[src/rtl/lswa_pkg.sv]
// Package for the laser scan wander avoidance unit.
// Holds the fixed constants, the drive mode codes and the register indexes.
// No dependencies.
package lswa_pkg;

  typedef logic [1:0] drive_mode_t;
  typedef logic [2:0] cfg_index_t;

  // Drive modes
  localparam drive_mode_t MODE_FORWARD = 2'd0;
  localparam drive_mode_t MODE_START   = 2'd1;
  localparam drive_mode_t MODE_TURN    = 2'd2;

  // Register indexes
  localparam cfg_index_t REG_SCAN_LENGTH = 3'd0;
  localparam cfg_index_t REG_WALL_THRESH = 3'd1;
  localparam cfg_index_t REG_STOP_THRESH = 3'd2;
  localparam cfg_index_t REG_AVOID_TIME  = 3'd3;
  localparam cfg_index_t REG_MOVE_RATE   = 3'd4;
  localparam cfg_index_t REG_TURN_RATE   = 3'd5;
  localparam cfg_index_t REG_RANDOM_SEED = 3'd6;

  // Register reset values
  localparam logic [10:0] RST_SCAN_LENGTH = 11'd360;
  localparam logic [15:0] RST_WALL_THRESH = 16'd800;
  localparam logic [15:0] RST_STOP_THRESH = 16'd200;
  localparam logic [7:0]  RST_AVOID_TIME  = 8'd10;
  localparam logic [15:0] RST_MOVE_RATE   = 16'd700;
  localparam logic [15:0] RST_TURN_RATE   = 16'd1000;
  localparam logic [15:0] RST_RANDOM_SEED = 16'd44257;

  // Scan and LFSR constants
  localparam logic [15:0] START_MIN = 16'd5000;
  localparam logic [10:0] INDEX_MAX = 11'd2047;
  localparam logic [15:0] LFSR_MASK = 16'hB400;

  // Reciprocal of three, scaled by 2^12, exact for lengths up to 2047
  localparam logic [10:0] THIRD_RECIP = 11'd1366;
  localparam int          THIRD_SHIFT = 12;

endpackage

[src/rtl/laser_scan_wander_avoidance_unit.sv]
// Top level of the laser scan wander avoidance unit.
// Per-scan minimum and flag tracking, drive decision and an iterative modulo unit.
// Depends on lswa_pkg.
//
//   channel | direction | handshake          | payload
//   --------+-----------+--------------------+--------------------------------------
//   in_     | input     | in_valid/in_ready  | range_mm, last_sample
//   out_    | output    | out_valid/out_ready| speed, rate, mode, minimums, flags
//   cfg_    | input     | cfg_we             | cfg_index, cfg_data
//
// A sample that is not the last of its scan is folded in as it is taken. The last
// sample closes the scan and goes to S_FIN, by way of S_DIV when a turn starts: the
// restoring divider there retires one bit of the 16-bit LFSR value per cycle to form
// the remainder by avoid_time. Reset is synchronous and needs no clearing pass.
// A result waiting in the output register holds only the end of the next scan;
// samples before the last keep flowing in.
module laser_scan_wander_avoidance_unit
  import lswa_pkg::*;
#(
  parameter int MAX_SAMPLES = 1024
) (
  input  logic               clk,
  input  logic               rst_n,
  input  logic               in_valid,
  output logic               in_ready,
  input  logic [15:0]        in_range_mm,
  input  logic               in_last_sample,
  output logic               out_valid,
  input  logic               out_ready,
  output logic [15:0]        out_linear_speed,
  output logic signed [16:0] out_angular_rate,
  output logic [1:0]         out_drive_mode,
  output logic [15:0]        out_min_left,
  output logic [15:0]        out_min_right,
  output logic               out_blocked,
  output logic               out_too_close,
  input  logic               cfg_we,
  input  logic [2:0]         cfg_index,
  input  logic [15:0]        cfg_data
);

  localparam logic [1:0] S_IDLE = 2'd0;
  localparam logic [1:0] S_DIV  = 2'd1;
  localparam logic [1:0] S_FIN  = 2'd2;

  localparam logic [3:0] DIV_LAST = 4'd15;

  // Configuration registers
  logic [10:0] scan_length_r;
  logic [15:0] wall_thresh_r, stop_thresh_r, move_rate_r, turn_rate_r;
  logic [7:0]  avoid_time_r;

  // Scan and drive state
  logic [1:0]  state_r;
  logic [10:0] index_r;
  logic [15:0] min_left_r, min_right_r;
  logic        blocked_r, close_r, turn_neg_r;
  logic [8:0]  counter_r;
  logic [15:0] lfsr_r;

  // Divider
  logic [15:0] dvd_r;
  logic [7:0]  rem_r;
  logic [3:0]  div_cnt_r;

  // Pending result
  logic [15:0]        res_lin_r, res_min_left_r, res_min_right_r;
  logic signed [16:0] res_ang_r;
  drive_mode_t        res_mode_r;
  logic               res_blocked_r, res_close_r;

  logic out_valid_r;

  // Effective length, thirds and halves
  logic [10:0] eff_len;
  logic [21:0] third_prod;
  logic [10:0] sector, half;
  logic        in_middle;
  logic        take;
  logic        blk_upd, cls_upd;
  logic [15:0] left_upd, right_upd;
  logic        avoid;
  logic [15:0] lfsr_adv;
  logic [8:0]  trial;
  logic        out_free;

  assign eff_len    = (32'(scan_length_r) > MAX_SAMPLES) ? 11'(MAX_SAMPLES) : scan_length_r;
  assign third_prod = eff_len * THIRD_RECIP;
  assign sector     = 11'(third_prod >> THIRD_SHIFT);
  assign half       = {1'b0, eff_len[10:1]};
  assign in_middle  = (index_r > sector) && (index_r < (eff_len - sector));

  assign in_ready = (state_r == S_IDLE);
  assign take     = in_valid && in_ready;
  assign out_free = !out_valid_r || out_ready;

  // Fold this sample into the scan state
  always_comb begin
    blk_upd   = blocked_r || (in_middle && (in_range_mm < wall_thresh_r));
    cls_upd   = close_r || (in_range_mm < stop_thresh_r);
    left_upd  = min_left_r;
    right_upd = min_right_r;
    if (index_r > half) begin
      if (in_range_mm < min_right_r) right_upd = in_range_mm;
    end else begin
      if (in_range_mm < min_left_r) left_upd = in_range_mm;
    end
  end

  assign avoid    = blk_upd || cls_upd || (counter_r != 9'd0);
  assign lfsr_adv = lfsr_r[0] ? ((lfsr_r >> 1) ^ LFSR_MASK) : (lfsr_r >> 1);
  assign trial    = {rem_r, dvd_r[15]};

  // Configuration writes
  always_ff @(posedge clk) begin
    if (!rst_n) begin
      scan_length_r <= RST_SCAN_LENGTH;
      wall_thresh_r <= RST_WALL_THRESH;
      stop_thresh_r <= RST_STOP_THRESH;
      avoid_time_r  <= RST_AVOID_TIME;
      move_rate_r   <= RST_MOVE_RATE;
      turn_rate_r   <= RST_TURN_RATE;
    end else if (cfg_we) begin
      case (cfg_index)
        REG_SCAN_LENGTH: scan_length_r <= cfg_data[10:0];
        REG_WALL_THRESH: wall_thresh_r <= cfg_data;
        REG_STOP_THRESH: stop_thresh_r <= cfg_data;
        REG_AVOID_TIME:  avoid_time_r  <= cfg_data[7:0];
        REG_MOVE_RATE:   move_rate_r   <= cfg_data;
        REG_TURN_RATE:   turn_rate_r   <= cfg_data;
        // The seed goes straight into the LFSR in the sequencer
        REG_RANDOM_SEED: ;
        default: ;
      endcase
    end
  end

  // Sequencer, scan state, drive state and divider
  always_ff @(posedge clk) begin
    if (!rst_n) begin
      state_r     <= S_IDLE;
      index_r     <= '0;
      min_left_r  <= START_MIN;
      min_right_r <= START_MIN;
      blocked_r   <= 1'b0;
      close_r     <= 1'b0;
      turn_neg_r  <= 1'b0;
      counter_r   <= '0;
      lfsr_r      <= RST_RANDOM_SEED;
      out_valid_r <= 1'b0;
      div_cnt_r   <= '0;
    end else begin
      if (cfg_we && (cfg_index == REG_RANDOM_SEED)) lfsr_r <= cfg_data;
      if (out_valid_r && out_ready) out_valid_r <= 1'b0;
      case (state_r)
        S_IDLE: begin
          if (take) begin
            if (in_last_sample) begin
              // Close the scan and settle the drive command
              index_r     <= '0;
              min_left_r  <= START_MIN;
              min_right_r <= START_MIN;
              blocked_r   <= 1'b0;
              close_r     <= 1'b0;
              state_r     <= S_FIN;
              if (avoid && (counter_r == 9'd0)) begin
                turn_neg_r <= right_upd < left_upd;
                lfsr_r     <= lfsr_adv;
                div_cnt_r  <= '0;
                state_r    <= S_DIV;
              end else if (avoid) begin
                counter_r <= counter_r - 9'd1;
              end
            end else begin
              if (index_r < INDEX_MAX) index_r <= index_r + 11'd1;
              min_left_r  <= left_upd;
              min_right_r <= right_upd;
              blocked_r   <= blk_upd;
              close_r     <= cls_upd;
            end
          end
        end
        S_DIV: begin
          // One remainder bit per cycle
          div_cnt_r <= div_cnt_r + 4'd1;
          if (div_cnt_r == DIV_LAST) begin
            state_r <= S_FIN;
            if (avoid_time_r == 8'd0) begin
              counter_r <= '0;
            end else if (trial >= {1'b0, avoid_time_r}) begin
              counter_r <= 9'(trial - {1'b0, avoid_time_r}) + {1'b0, avoid_time_r};
            end else begin
              counter_r <= trial + {1'b0, avoid_time_r};
            end
          end
        end
        S_FIN: begin
          if (out_free) begin
            out_valid_r <= 1'b1;
            state_r     <= S_IDLE;
          end
        end
        default: state_r <= S_IDLE;
      endcase
    end
  end

  // Divider datapath and pending result
  always_ff @(posedge clk) begin
    if (take && in_last_sample) begin
      res_min_left_r  <= left_upd;
      res_min_right_r <= right_upd;
      res_blocked_r   <= blk_upd;
      res_close_r     <= cls_upd;
      res_lin_r       <= avoid ? 16'd0 : move_rate_r;
      res_ang_r       <= '0;
      res_mode_r      <= MODE_FORWARD;
      dvd_r           <= lfsr_adv;
      rem_r           <= '0;
      if (avoid && (counter_r == 9'd0)) begin
        res_mode_r <= MODE_START;
      end else if (avoid) begin
        res_mode_r <= MODE_TURN;
        res_ang_r  <= turn_neg_r ? -$signed({1'b0, turn_rate_r})
                                 : $signed({1'b0, turn_rate_r});
      end
    end else if (state_r == S_DIV) begin
      dvd_r <= {dvd_r[14:0], 1'b0};
      if ((avoid_time_r != 8'd0) && (trial >= {1'b0, avoid_time_r})) begin
        rem_r <= 8'(trial - {1'b0, avoid_time_r});
      end else begin
        rem_r <= trial[7:0];
      end
    end
  end

  // Output register
  always_ff @(posedge clk) begin
    if ((state_r == S_FIN) && out_free) begin
      out_linear_speed <= res_lin_r;
      out_angular_rate <= res_ang_r;
      out_drive_mode   <= res_mode_r;
      out_min_left     <= res_min_left_r;
      out_min_right    <= res_min_right_r;
      out_blocked      <= res_blocked_r;
      out_too_close    <= res_close_r;
    end
  end

  assign out_valid = out_valid_r;

endmodule
[config.mk]
export PLATFORM = sky130hd
export DESIGN_NAME = laser_scan_wander_avoidance_unit
export DESIGN_NICKNAME = d
export VERILOG_FILES = /design/src/rtl/lswa_pkg.sv /design/src/rtl/laser_scan_wander_avoidance_unit.sv
export SDC_FILE = /design/constraint.sdc
export NUM_CORES = 1
export LEC_CHECK = 0
export ABC_CLOCK_PERIOD_IN_PS = 10180
export BUFFER_PORTS_ARGS = -buffer_cell sky130_fd_sc_hd__buf_4
export CORE_ASPECT_RATIO = 2
export CORE_UTILIZATION = 60
export DETAILED_ROUTE_END_ITERATION = 8
export PLACE_DENSITY_LB_ADDON = 0.2
export SLEW_MARGIN = 40
export SYNTH_ARGS = -nofsm -noshare
export SYNTH_HDL_FRONTEND = slang
export SYNTH_SLANG_ARGS = --single-unit
[constraint.sdc]
create_clock -name clk -period 10.18 [get_ports clk]
set_input_delay 0.509 -clock clk [delete_from_list [all_inputs] [get_ports clk]]
set_output_delay 0.509 -clock clk [all_outputs]
set_load 0.01 [all_outputs]
==> results.toml <==
[power]
power.total_w = 0.00457
ir_worst_vdd_uv = 363
power_density_nw_per_um2 = 224
p_leak_nw = 8.84

[critical_path]
cp.required_ps = 10690
crit_path_max_fanout = 22
cp-end-kind = "register"
crit_path_start_kind = "register"
arrival_ps = 10190
cpPeakStageDelay_ps = 530
r2r_end = "lfsr_r[13]"
crit_type = "register to register"
crit_start = "scan_length_r[10]"
rr_startpoint = "scan_length_r[10]"
cp_slowest_cell = "fa_1"
reg2reg_slack_ps = 500
reg2reg_depth = 42

[floorplan]
die-area_um2 = 31200
rows = 90
die_y_um = 249
initial_core_util = 0.607
core_um2 = 30100
io_pins = 112
die_w_um = 125

[grt]
grt-ovfl-total = 0
grt_use_total = 0.279
grt_start_max_net_pins = 110
grt_pass1_vias = 13500
antenna_found_initial = 0
grt_pass1_wl_um = 68400

[placement]
gp_congestion = 0.959
dp_slack_ps = 279
place.port_buffers = 111
dp_hpwl_um = 33100

[clock_tree]
cts_tree = "done"
post_cts_resized = 0
hold_buffers = 0
cts.sinks = 323
htree_num_levels = 1
worstSkewPairLatency_ps = 570
cts.clk_slew.worst_paths_ps = 80
cts.path.max_buffers = 3
cts-buffers-inserted = 27
postCtsSetupRepairBufs = 0
cts_root_buf = "clkbuf_16"

[outcome]
status = "complete, but fails checks"
violations = "design-rule violations"

[layout]
nNetsFinal = 2165
drive_gt1_frac = 0.129
n_antenna_cell = 0
register_area_um2 = 8010
syn_to_final_growth_pct = 12.0
multi_input_area_um2 = 9380
nFillCells = 2384

[routing]
drt_first_pass_iters = 9
wire_per_inst_um = 18.9
drt.antenna.violating_nets = 0
drt_iter0_markers = 639
drc_errors = 13
vias_per_cell = 5.90
wl_um = 43400
dr_total_vias = 13500

[sta]
period_share = 0.951
hold_viol = 0
min_period_ps = 9680
tightestPinTransition_ps = 783
finalSetupTns_ps = 0
max_slew_margin = 0.478
maxSlewViolCount = 0
setup_slack_ps = 496
setup_violations = 0
fmax_mhz = 103
clock_skew_ps = 33.4

[min_path]
holdCritPathClass = "primary input to register"
hold_start = "cfg_data[2]"
holdPathStages = 3
hold_end = "wall_thresh_r[2]"

[logic_synthesis]
synth_area_leaders = "edfxtp_1, dfxtp_1, ha_1"
synthTopCellsByCount = "nand2_1, ha_1, dfxtp_1, inv_1, edfxtp_1"
synth_edf_count = 154
synth_ff_type = "dfxtp_1"
syn_inst = 1815
synth_area_leader_cell = "edfxtp_1"
syn_nets = 2075
yosys_warnings = 0
synth_cell_types = 74
netlist_area_um2 = 18300
ys_seq_area_frac = 0.439
synth.most_common_cell = "nand2_1"
synth_seq_cells = 323
synth_top_area_share = 0.253
syn_avg_cell_area_um2 = 10.1
ys_async_sr_fraction = 0

[flow_run]
cap_viol_max_count = 0
-- worst max path at each step --
stage                     to  slack (ps)
2_1_floorplan  res_lin_r[10]        1130
3_3_place_gp      lfsr_r[13]         480
3_5_place_dp      lfsr_r[10]         280
4_1_cts           lfsr_r[10]         250
5_1_grt           lfsr_r[13]         -20
6_report          lfsr_r[13]         500
-- through the flow --
| step | cell area, um^2 | hold WS [ps] | util | instances |
|---|---|---|---|---|
| 3_3_place_gp | 19400 | 400 | 0.646 | 2240 |
| 6_report | 20400 | 265 | 0.680 | 2294 |
| 3_5_place_dp | 19400 | 405 | 0.647 | 2242 |
| 4_1_cts | 20400 | 247 | 0.678 | 2292 |
| 2_1_floorplan | 18300 | 400 | - | 1815 |
| 5_1_grt | 20400 | 261 | 0.680 | 2294 |
-- critical path, delay by kind of cell (launching register included) --
kind                       cells  cell delay, ps
AOI/OAI and AO/OA             15            2830
xor gates and xnor gates       2             480
adders and majority gates     11            3960
buffers and inverters          7             770
DFF                            1             320
muxes                          1             320
and+or+nand+nor                6             910
-- cell families after synthesis --
kind of cell    share of synthesized area
mux                                0.0402
buf+inv                            0.0504
compound gates                      0.142
simple gates                        0.133
xor+xnor                           0.0295
flops                               0.439
fa+ha+maj                           0.166
-- final cells by class --
cell class | instances | share of cell area
well taps | 368 | 0.0225
flip-flops and latches | 323 | 0.392
clock buffers | 34 | 0.0371
inverters | 170 | 0.0312
multi-input cells | 1251 | 0.459
clock inverters | 16 | 0.00955
repair buffers | 132 | 0.0493
-- routing by layer --
layer  up-vias  GRT usage  share of wire
met3       153     0.0295          0.041
met5         -          0              0
met2       391      0.531           0.53
met1      6423      0.282           0.35
li1       6557          -              -
met4         0      0.191          0.073
-- sequential cells by signal (all words and copies together), names as in the netlist, 4 cells and up --
name,count
out_angular_rate,17
res_ang_r,17
dvd_r,16
lfsr_r,16
min_left_r,16
min_right_r,16
move_rate_r,16
out_linear_speed,16
out_min_left,16
out_min_right,16
res_lin_r,16
res_min_left_r,16
res_min_right_r,16
stop_thresh_r,16
turn_rate_r,16
wall_thresh_r,16
index_r,11
scan_length_r,11
counter_r,9
avoid_time_r,8
rem_r,8
div_cnt_r,4
-- report_power, final --
part	switching, W	internal [W]	leakage (nW)
Clock	0.000490	0.000615	0.467
Combinational	0.00105	0.000730	5.57
Sequential	0.0000870	0.00161	2.80
Total	0.00162	0.00295	8.84
-- layout by cell type, fill, tap and decap left out, types with 23 or more instances in the layout --
master / n
nand2_1: 240
ha_1: 190
dfxtp_1: 169
inv_1: 168
edfxtp_1: 154
buf_4: 127
nor2_1: 78
a21boi_0: 68
a21oi_1: 67
o21ai_0: 58
mux2_2: 41
nor2b_1: 38
a21o_1: 36
xnor2_1: 34
nand3_1: 33
fa_1: 29
clkbuf_16: 29
xor2_1: 25
mux2i_1: 25
o211ai_1: 23
No activity file was read; power rests on OpenSTA's default activity.
